==> config.mk <==
export PLATFORM = sky130hd
export DESIGN_NAME = virtio_mmio_net_register_block_unit
export DESIGN_NICKNAME = d
export VERILOG_FILES = /design/src/vmnet_pkg.sv /design/src/virtio_mmio_net_register_block_unit.sv
export SDC_FILE = /design/constraint.sdc
export NUM_CORES = 1
export LEC_CHECK = 0
export BUFFER_PORTS_ARGS = -buffer_cell sky130_fd_sc_hd__clkbuf_2
export CELL_PAD_IN_SITES_DETAIL_PLACEMENT = 0
export CELL_PAD_IN_SITES_GLOBAL_PLACEMENT = 1
export CORE_ASPECT_RATIO = 1.75
export CORE_UTILIZATION = 30
export CTS_CLUSTER_DIAMETER = 50
export CTS_CLUSTER_SIZE = 30
export DETAILED_ROUTE_END_ITERATION = 7
export PLACE_DENSITY = 0.59
export SETUP_SLACK_MARGIN = 0.1
export SLEW_MARGIN = 5
export SYNTH_ARGS = -nofsm -noshare
export SYNTH_HDL_FRONTEND = slang
export SYNTH_SLANG_ARGS = --single-unit
==> constraint.sdc <==
create_clock -name clk_i -period 3.6 [get_ports clk_i]
set_input_delay 0.18 -clock clk_i [delete_from_list [all_inputs] [get_ports clk_i]]
set_output_delay 0.18 -clock clk_i [all_outputs]
set_load 0.01 [all_outputs]
==> src/vmnet_pkg.sv <==
// Shared constants for the virtio-mmio network register block.
package vmnet_pkg;

  localparam int unsigned MaxQueueEntries = 1024;
  localparam int unsigned QueueCount      = 2;
  localparam int unsigned ConfigWords     = 3;
  localparam int unsigned CfgIdxW         = $clog2(ConfigWords) > 0 ? $clog2(ConfigWords) : 1;
  localparam int unsigned QEntW           = $clog2(MaxQueueEntries + 1);

  localparam int unsigned InDataW  = 48;
  localparam int unsigned OutDataW = 40;

  // operation codes (tuser)
  localparam logic [1:0] OP_READ  = 2'd0;
  localparam logic [1:0] OP_WRITE = 2'd1;
  localparam logic [1:0] OP_USED  = 2'd2;
  localparam logic [1:0] OP_NONE  = 2'd3;

  // access size codes
  localparam logic [1:0] SZ_BYTE  = 2'd0;
  localparam logic [1:0] SZ_HALF  = 2'd1;
  localparam logic [1:0] SZ_WORD  = 2'd2;
  localparam logic [1:0] SZ_OTHER = 2'd3;

  // fault codes
  localparam logic [1:0] FLT_NONE    = 2'd0;
  localparam logic [1:0] FLT_ACCESS  = 2'd1;
  localparam logic [1:0] FLT_MISALGN = 2'd2;
  localparam logic [1:0] FLT_ILLEGAL = 2'd3;

  // queue kick codes
  localparam logic [1:0] KICK_NONE = 2'd0;
  localparam logic [1:0] KICK_RX   = 2'd1;
  localparam logic [1:0] KICK_TX   = 2'd2;

  // configuration register indexes
  localparam logic CFG_VENDOR_ID = 1'b0;
  localparam logic CFG_RAM_LIMIT = 1'b1;

  // register word indexes
  localparam logic [7:0] REG_MAGIC       = 8'd0;
  localparam logic [7:0] REG_VERSION     = 8'd1;
  localparam logic [7:0] REG_DEVICE_ID   = 8'd2;
  localparam logic [7:0] REG_VENDOR_ID   = 8'd3;
  localparam logic [7:0] REG_DEV_FEAT    = 8'd4;
  localparam logic [7:0] REG_DEV_FEAT_SEL = 8'd5;
  localparam logic [7:0] REG_DRV_FEAT    = 8'd8;
  localparam logic [7:0] REG_DRV_FEAT_SEL = 8'd9;
  localparam logic [7:0] REG_QUEUE_SEL   = 8'd12;
  localparam logic [7:0] REG_QUEUE_MAX   = 8'd13;
  localparam logic [7:0] REG_QUEUE_SIZE  = 8'd14;
  localparam logic [7:0] REG_QUEUE_READY = 8'd17;
  localparam logic [7:0] REG_QUEUE_NOTIFY = 8'd20;
  localparam logic [7:0] REG_IRQ_STATUS  = 8'd24;
  localparam logic [7:0] REG_IRQ_ACK     = 8'd25;
  localparam logic [7:0] REG_STATUS      = 8'd28;
  localparam logic [7:0] REG_DESC_LO     = 8'd32;
  localparam logic [7:0] REG_DESC_HI     = 8'd33;
  localparam logic [7:0] REG_AVAIL_LO    = 8'd36;
  localparam logic [7:0] REG_AVAIL_HI    = 8'd37;
  localparam logic [7:0] REG_USED_LO     = 8'd40;
  localparam logic [7:0] REG_USED_HI     = 8'd41;
  localparam logic [7:0] REG_CFG_GEN     = 8'd63;
  localparam logic [7:0] REG_CFG_BASE    = 8'd64;

  localparam logic [31:0] MAGIC_WORD     = 32'h7472_6976;
  localparam logic [31:0] VERSION_VAL    = 32'd2;
  localparam logic [31:0] DEVICE_ID_VAL  = 32'd1;
  localparam logic [7:0]  ST_DRIVER_OK   = 8'h04;
  localparam logic [7:0]  ST_NEEDS_RESET = 8'h40;
  localparam logic [1:0]  IRQ_USED       = 2'b01;
  localparam logic [1:0]  IRQ_CONF       = 2'b10;

  localparam logic [31:0] VENDOR_ID_RST = 32'h1234_5678;
  localparam logic [31:0] RAM_LIMIT_RST = 32'h2000_0000;

endpackage

==> src/virtio_mmio_net_register_block_unit.sv <==
// Virtio-MMIO v2 network device register file with a registered result stage.
// The result of an accepted transaction is registered and appears in the output register in the next cycle.
// Throughput: one transaction per cycle; tready stays high while the result is taken
// or the output register is empty.
// Reset: all device state, the config words and the output valid clear at once;
// vendor id and RAM limit return to their defaults.
module virtio_mmio_net_register_block_unit
  import vmnet_pkg::*;
(
  input  logic                clk_i,
  input  logic                rst_ni,
  // configuration write port
  input  logic                cfg_we_i,
  input  logic                cfg_index_i,
  input  logic [31:0]         cfg_wdata_i,
  // input stream
  input  logic                s_axis_tvalid,
  output logic                s_axis_tready,
  // tdata: word_address[7:0], access_size[9:8], write_data[41:10], zero fill
  input  logic [InDataW-1:0]  s_axis_tdata,
  // tuser: operation[1:0]
  input  logic [1:0]          s_axis_tuser,
  // result stream
  output logic                m_axis_tvalid,
  input  logic                m_axis_tready,
  // tdata: read_data[31:0], fault[33:32], queue_kick[35:34], interrupt_line[36], zero fill
  output logic [OutDataW-1:0] m_axis_tdata
);

  logic [31:0] vendor_id_q, ram_limit_q;

  logic [7:0]  status_q, status_d;
  logic [1:0]  pend_q, pend_d;
  logic [31:0] dev_page_q, dev_page_d;
  logic [31:0] drv_page_q, drv_page_d;
  logic [31:0] drv_bits_q, drv_bits_d;
  logic        qsel_q, qsel_d;
  logic [QEntW-1:0] qent_q [QueueCount], qent_d [QueueCount];
  logic        qen_q [QueueCount], qen_d [QueueCount];
  logic [29:0] desc_q [QueueCount], desc_d [QueueCount];
  logic [29:0] avail_q [QueueCount], avail_d [QueueCount];
  logic [29:0] used_q [QueueCount], used_d [QueueCount];
  logic [31:0] cfgw_q [ConfigWords], cfgw_d [ConfigWords];

  logic        out_valid_q;
  logic [OutDataW-1:0] out_data_q, out_data_d;

  logic        s_accept;
  logic [1:0]  op;
  logic [7:0]  addr;
  logic [1:0]  size;
  logic [31:0] wdata;

  logic [31:0] rdata;
  logic [1:0]  fault, kick;
  logic        err;
  logic        in_cfg;
  logic [CfgIdxW-1:0] cfg_idx;
  logic        ring_ok;
  logic [29:0] ring_val;
  logic [7:0]  cfg_off;

  assign s_axis_tready = !out_valid_q || m_axis_tready;
  assign s_accept      = s_axis_tvalid && s_axis_tready;

  assign op    = s_axis_tuser;
  assign addr  = s_axis_tdata[7:0];
  assign size  = s_axis_tdata[9:8];
  assign wdata = s_axis_tdata[41:10];

  assign cfg_off = addr - REG_CFG_BASE;
  assign in_cfg  = (addr >= REG_CFG_BASE) && (cfg_off < 8'(ConfigWords));
  assign cfg_idx = cfg_off[CfgIdxW-1:0];

  // ring base low word: byte address must be word aligned and below the RAM limit
  assign ring_ok  = (wdata < ram_limit_q) && (wdata[1:0] == 2'b00);
  assign ring_val = ring_ok ? wdata[31:2] : 30'd0;

  always_comb begin
    status_d   = status_q;
    pend_d     = pend_q;
    dev_page_d = dev_page_q;
    drv_page_d = drv_page_q;
    drv_bits_d = drv_bits_q;
    qsel_d     = qsel_q;
    qent_d     = qent_q;
    qen_d      = qen_q;
    desc_d     = desc_q;
    avail_d    = avail_q;
    used_d     = used_q;
    cfgw_d     = cfgw_q;
    rdata      = 32'd0;
    fault      = FLT_NONE;
    kick       = KICK_NONE;
    err        = 1'b0;

    if (s_accept) begin
      case (op)
        OP_USED: pend_d = pend_q | IRQ_USED;
        OP_READ, OP_WRITE: begin
          if (size == SZ_BYTE || size == SZ_HALF) begin
            fault = FLT_MISALGN;
          end else if (size == SZ_OTHER) begin
            fault = FLT_ILLEGAL;
          end else if (op == OP_READ) begin
            case (addr)
              REG_MAGIC:       rdata = MAGIC_WORD;
              REG_VERSION:     rdata = VERSION_VAL;
              REG_DEVICE_ID:   rdata = DEVICE_ID_VAL;
              REG_VENDOR_ID:   rdata = vendor_id_q;
              REG_DEV_FEAT:    rdata = {31'd0, dev_page_q == 32'd1};
              REG_QUEUE_MAX:   rdata = 32'(MaxQueueEntries);
              REG_QUEUE_READY: rdata = {31'd0, qen_q[qsel_q]};
              REG_IRQ_STATUS:  rdata = {30'd0, pend_q};
              REG_STATUS:      rdata = {24'd0, status_q};
              REG_CFG_GEN:     rdata = 32'd0;
              default: begin
                if (in_cfg) rdata = cfgw_q[cfg_idx];
                else        fault = FLT_ACCESS;
              end
            endcase
          end else begin
            case (addr)
              REG_DEV_FEAT_SEL: dev_page_d = wdata;
              REG_DRV_FEAT: begin
                if (drv_page_q == 32'd0) drv_bits_d = wdata;
              end
              REG_DRV_FEAT_SEL: drv_page_d = wdata;
              REG_QUEUE_SEL: begin
                if (wdata < 32'(QueueCount)) qsel_d = wdata[0];
                else                         err = 1'b1;
              end
              REG_QUEUE_SIZE: begin
                if (wdata != 32'd0 && wdata <= 32'(MaxQueueEntries))
                  qent_d[qsel_q] = wdata[QEntW-1:0];
                else
                  err = 1'b1;
              end
              REG_QUEUE_READY: qen_d[qsel_q] = wdata[0];
              REG_QUEUE_NOTIFY: begin
                if (wdata < 32'(QueueCount)) kick = wdata[0] ? KICK_TX : KICK_RX;
                else                         err = 1'b1;
              end
              REG_IRQ_ACK: pend_d = pend_q & ~wdata[1:0];
              REG_STATUS: begin
                if (wdata == 32'd0) begin
                  // device reset: everything but the config words
                  status_d   = 8'd0;
                  pend_d     = 2'd0;
                  dev_page_d = 32'd0;
                  drv_page_d = 32'd0;
                  drv_bits_d = 32'd0;
                  qsel_d     = 1'b0;
                  for (int i = 0; i < QueueCount; i++) begin
                    qent_d[i]  = '0;
                    qen_d[i]   = 1'b0;
                    desc_d[i]  = 30'd0;
                    avail_d[i] = 30'd0;
                    used_d[i]  = 30'd0;
                  end
                end else begin
                  status_d = status_q | wdata[7:0];
                end
              end
              REG_DESC_LO: begin
                desc_d[qsel_q] = ring_val;
                err = !ring_ok;
              end
              REG_AVAIL_LO: begin
                avail_d[qsel_q] = ring_val;
                err = !ring_ok;
              end
              REG_USED_LO: begin
                used_d[qsel_q] = ring_val;
                err = !ring_ok;
              end
              REG_DESC_HI, REG_AVAIL_HI, REG_USED_HI: err = (wdata != 32'd0);
              default: begin
                if (in_cfg) cfgw_d[cfg_idx] = wdata;
                else        fault = FLT_ACCESS;
              end
            endcase
          end
        end
        default: ;
      endcase
    end

    // status writes never raise an error, so status_q is the status seen here
    if (err) begin
      status_d = status_q | ST_NEEDS_RESET;
      if ((status_q & ST_DRIVER_OK) != 8'd0) pend_d = pend_q | IRQ_CONF;
    end

    out_data_d = {3'd0, pend_d != 2'd0, kick, fault, rdata};
  end

  always_ff @(posedge clk_i or negedge rst_ni) begin
    if (!rst_ni) begin
      vendor_id_q <= VENDOR_ID_RST;
      ram_limit_q <= RAM_LIMIT_RST;
    end else if (cfg_we_i) begin
      case (cfg_index_i)
        CFG_VENDOR_ID: vendor_id_q <= cfg_wdata_i;
        CFG_RAM_LIMIT: ram_limit_q <= cfg_wdata_i;
        default: ;
      endcase
    end
  end

  always_ff @(posedge clk_i or negedge rst_ni) begin
    if (!rst_ni) begin
      status_q   <= 8'd0;
      pend_q     <= 2'd0;
      dev_page_q <= 32'd0;
      drv_page_q <= 32'd0;
      drv_bits_q <= 32'd0;
      qsel_q     <= 1'b0;
      for (int i = 0; i < QueueCount; i++) begin
        qent_q[i]  <= '0;
        qen_q[i]   <= 1'b0;
        desc_q[i]  <= 30'd0;
        avail_q[i] <= 30'd0;
        used_q[i]  <= 30'd0;
      end
      for (int i = 0; i < ConfigWords; i++) cfgw_q[i] <= 32'd0;
    end else begin
      status_q   <= status_d;
      pend_q     <= pend_d;
      dev_page_q <= dev_page_d;
      drv_page_q <= drv_page_d;
      drv_bits_q <= drv_bits_d;
      qsel_q     <= qsel_d;
      qent_q     <= qent_d;
      qen_q      <= qen_d;
      desc_q     <= desc_d;
      avail_q    <= avail_d;
      used_q     <= used_d;
      cfgw_q     <= cfgw_d;
    end
  end

  always_ff @(posedge clk_i or negedge rst_ni) begin
    if (!rst_ni) begin
      out_valid_q <= 1'b0;
    end else if (s_axis_tready) begin
      out_valid_q <= s_axis_tvalid;
    end
  end

  always_ff @(posedge clk_i) begin
    if (s_accept) begin
      out_data_q <= out_data_d;
    end
  end

  assign m_axis_tvalid = out_valid_q;
  assign m_axis_tdata  = out_data_q;

  // a kick only comes from a good notify write
  a_kick_no_fault: assert property (@(posedge clk_i) disable iff (!rst_ni)
    m_axis_tvalid && (m_axis_tdata[35:34] != KICK_NONE) |-> m_axis_tdata[33:32] == FLT_NONE)
    else $error("queue kick together with a fault");

  // read data only on a good read
  a_rdata_no_fault: assert property (@(posedge clk_i) disable iff (!rst_ni)
    m_axis_tvalid && (m_axis_tdata[31:0] != 32'd0) |-> m_axis_tdata[33:32] == FLT_NONE)
    else $error("read data returned with a fault");

  // interrupt line of a fresh result follows the interrupt status it leaves behind
  a_irq_line: assert property (@(posedge clk_i) disable iff (!rst_ni)
    s_accept |=> m_axis_tdata[36] == (pend_q != 2'd0))
    else $error("interrupt line disagrees with interrupt status");

  // a bad queue select sets NEEDS_RESET
  a_bad_qsel: assert property (@(posedge clk_i) disable iff (!rst_ni)
    s_accept && op == OP_WRITE && size == SZ_WORD && addr == REG_QUEUE_SEL
      && wdata >= 32'(QueueCount) |=> (status_q & ST_NEEDS_RESET) != 8'd0)
    else $error("bad queue select did not set NEEDS_RESET");

endmodule

==> metrics.yaml <==
sta:
  worst_slew_pin_slew_ps: 1040
  min_period_ps: 2800
  slew_viol_final: 0
  finClkSkew_ps: 50.9
  timing.final.hold_violations: 0
  finalCritPeriodShare_pct: 77.9
  final.setup.tns_ps: 0
  setup_violations: 0
  rsz0062_at_grt: "false"
  fmax_mhz: 357
  relSlewSlack_pct: 30.7
synthesis:
  synth_top_cell_by_area: "dfrtp_1"
  synth_edf_count: 37
  synthCells: 947
  synth.avg_cell_area_um2: 12.2
  yosysSeqAreaShare_pct: 54.3
  synth_cell_types: 59
  synth-async-reset-ratio_pct: 84.8
  yosys_warnings: 0
  ys_seq_elements: 243
  synthTopCellsByArea: "dfrtp_1 (42%), mux2_2 (12%), edfxtp_1 (9.6%)"
  netlist_area_mm2: 0.0116
  synthFlopType: "dfrtp_1"
  synth_top_area_share_pct: 41.5
global_route:
  grt_overflow: 0
  grt_use_met1_pct: 20.5
  antenna_found_initial: 0
  grt_max_degree: 121
  busiest_layer: "met2"
  use_met2_pct: 33.5
  track_usage_pct: 17.9
  grt_pass1_vias: 8605
  grt_pass1_wl_mm: 52.7
  grtUsageMet3_pct: 1.94
layout:
  nNetsFinal: 1251
  area_growth_pct: 23.5
  drive_gt1_share_pct: 32.9
  fillers: 3702
  multi_input_area_mm2: 0.00489
  seq_area_mm2: 0.00628
  n_antenna_cell: 0
  fin_area_mm2: 0.0143
drt:
  drt-initial-drc-count: 369
  route.detailed.drc: 0
  routed_via_density: 5.06
  totalWireLength_mm: 33.9
  routed-via-count: 8244
  ant_nets: 0
  routedWlPerCell_um: 20.8
  drt_first_pass_iters: 4
critical_path:
  worstSetupPathType: "in -> reg"
  path_cells: "dlygate4sd3_1 > clkbuf_2 > nor4_1 > nand2_1 > or4_1 > buf_4 > o31a_1 > o21ai_0 > a21oi_1 > dlygate4sd3_1"
  worstPathArrival_ps: 3280
  slowest_delay_ps: 600
  cpMostUsedCell: "dlygate4sd3_1"
  critPathLaunchType: "input pin"
  worstPathRequired_ps: 4070
  path_max_fanout: 6
  crit_slowest_cell: "or4_1"
  cp_top_family: "buffers and inverters"
  cp-end-kind: "flop"
  worst-path-buf-inv: 4
run_status:
  outcome: "completed"
clock_tree:
  numCtsBuffers: 23
  path_clk_slew_ps: 110
  post-cts-setup-buffer-count: 0
  tritoncts: "built"
  clockBufferDepth: 3
  cts_sinks: 243
  cts_max_level: 1
  root_buffer: "clkbuf_16"
  cts_hold_buf: 61
  cts_resized: 0
  clock_latency_ps: 570
floorplanning:
  ios: 130
  rows: 94
  initial_utilization_pct: 30.7
  die-area_mm2: 0.0394
  die_h_um: 262
  core_mm2: 0.0378
  dieWidth_um: 150
pwr:
  ir_drop_mv: 0.279
  powerDensity_mw_per_mm2: 449
  leakagePower_nw: 6.51
  power.total_mw: 6.42
flow_run:
  max-cap-violations: 0
placement:
  io_buffers: 120
  place_area_mm2: 0.0128
  dpl.hpwl_mm: 23.5
  place_congestion: 0.838
hold_path:
  hp-class: "in -> reg"
synth_stat cells (2+ instances only):
master and instances:
nor2b_1 3, nand4b_1 2, mux2_4 30, buf_4 10
a22o_1 32, nand3_1 13, ha_1 31, inv_1 35
a211o_1 4, nand4_1 10, mux2i_1 34, and3_1 4
buf_2 5, o21bai_1 2, nor4_1 16, o2bb2ai_1 2
or4_1 3, clkbuf_1 33, o21a_1 2, dfrtp_1 192
a31oi_1 6, o21ai_0 48, edfxtp_1 37, dfstp_2 14
and2_1 4, nand2b_1 7, o31a_1 2, nor3b_1 3
buf_8 3, a211oi_1 4, nor3_1 10, mux2_2 128
nor2_1 46, buf_1 7, mux2_1 2, or3_1 5
a21oi_1 45, a21o_1 3, and4b_1 2, a22oi_1 30
nand2_1 60
report_power, final:
group / switching, mW / internal, mW
combinational: 0.360 / 0.287
clock: 1.44 / 1.34
sequential: 0.0648 / 2.94
total: 1.86 / 4.56
per-layer routing:
| layer | wire, um | share of wire [%] |
|---|---|---|
| met5 | 0 | 0 |
| met4 | 1100 | 3.2 |
| met3 | 1090 | 3.2 |
| met2 | 18500 | 54 |
| met1 | 13300 | 39 |
through the flow:
step | setup WS (ps) | std cells | utilization [%] | hold slack (ps)
3_3_place_gp | 542 | 1526 | 33.9 | 385
3_5_place_dp | 507 | 1526 | 33.9 | 386
4_1_cts | 787 | 1629 | 37.9 | 0.870
2_1_floorplan | 133 | 949 | - | -116
5_1_grt | 595 | 1629 | 37.9 | 19.9
6_report | 797 | 1629 | 37.9 | 12.6
final timing paths:
check,cells after the start,slack [ps],endpoint,start
max,10,800,pend_q[0],s_axis_tdata[35]
min,2,10,dev_page_q[6],s_axis_tdata[16]
min reg2reg,1,500,cfgw_q[95],cfgw_q[95]
max in group asynchronous,3,2280,vendor_id_q[6],rst_ni
max reg2reg,9,810,m_axis_tdata[36],ram_limit_q[29]
min in group asynchronous,2,310,pend_q[1],rst_ni
flip-flops by register name (all words and copies together), names as in the netlist:
signal	count
cfgw_q	96
ram_limit_q	32
pend_q	2
qen_q	2
m_axis_tvalid	1
m_axis_tdata	37
status_q	8
dev_page_q	32
qsel_q	1
vendor_id_q	32
layout make-up:
type	count	share of cell area [%]
Sequential cell	243	44.0
Multi-Input combinational cell	613	34.2
Timing Repair Buffer	216	10.5
Tap cell	480	4.20
Clock buffer	23	4.03
Clock inverter	19	2.14
Inverter	35	0.919
cells by family (layout without fill, tap and decap cells):
group / after synthesis / count (layout) / synth area share (%)
flops: 243 / 243 / 54.3
fa+ha+maj: 31 / 31 / 3.35
buf+inv: 93 / 293 / 3.69
simple gates: 196 / 196 / 8.44
other cells: 1 / 3 / 0.0324
compound gates: 189 / 189 / 10.7
mux: 194 / 194 / 19.5
layout by cell type (no fill, tap or decap), types with 16 or more instances in the layout:
master	instances
mux2i_1	34
dlygate4sd3_1	61
nand2_1	60
buf_4	33
ha_1	31
nor4_1	16
a21oi_1	45
dfrtp_1	192
o21ai_0	48
inv_1	35
nor2_1	43
edfxtp_1	37
clkbuf_2	119
a22o_1	32
clkbuf_16	23
mux2_4	30
mux2_2	128
a22oi_1	30
Power figures use the tool's default switching activity.
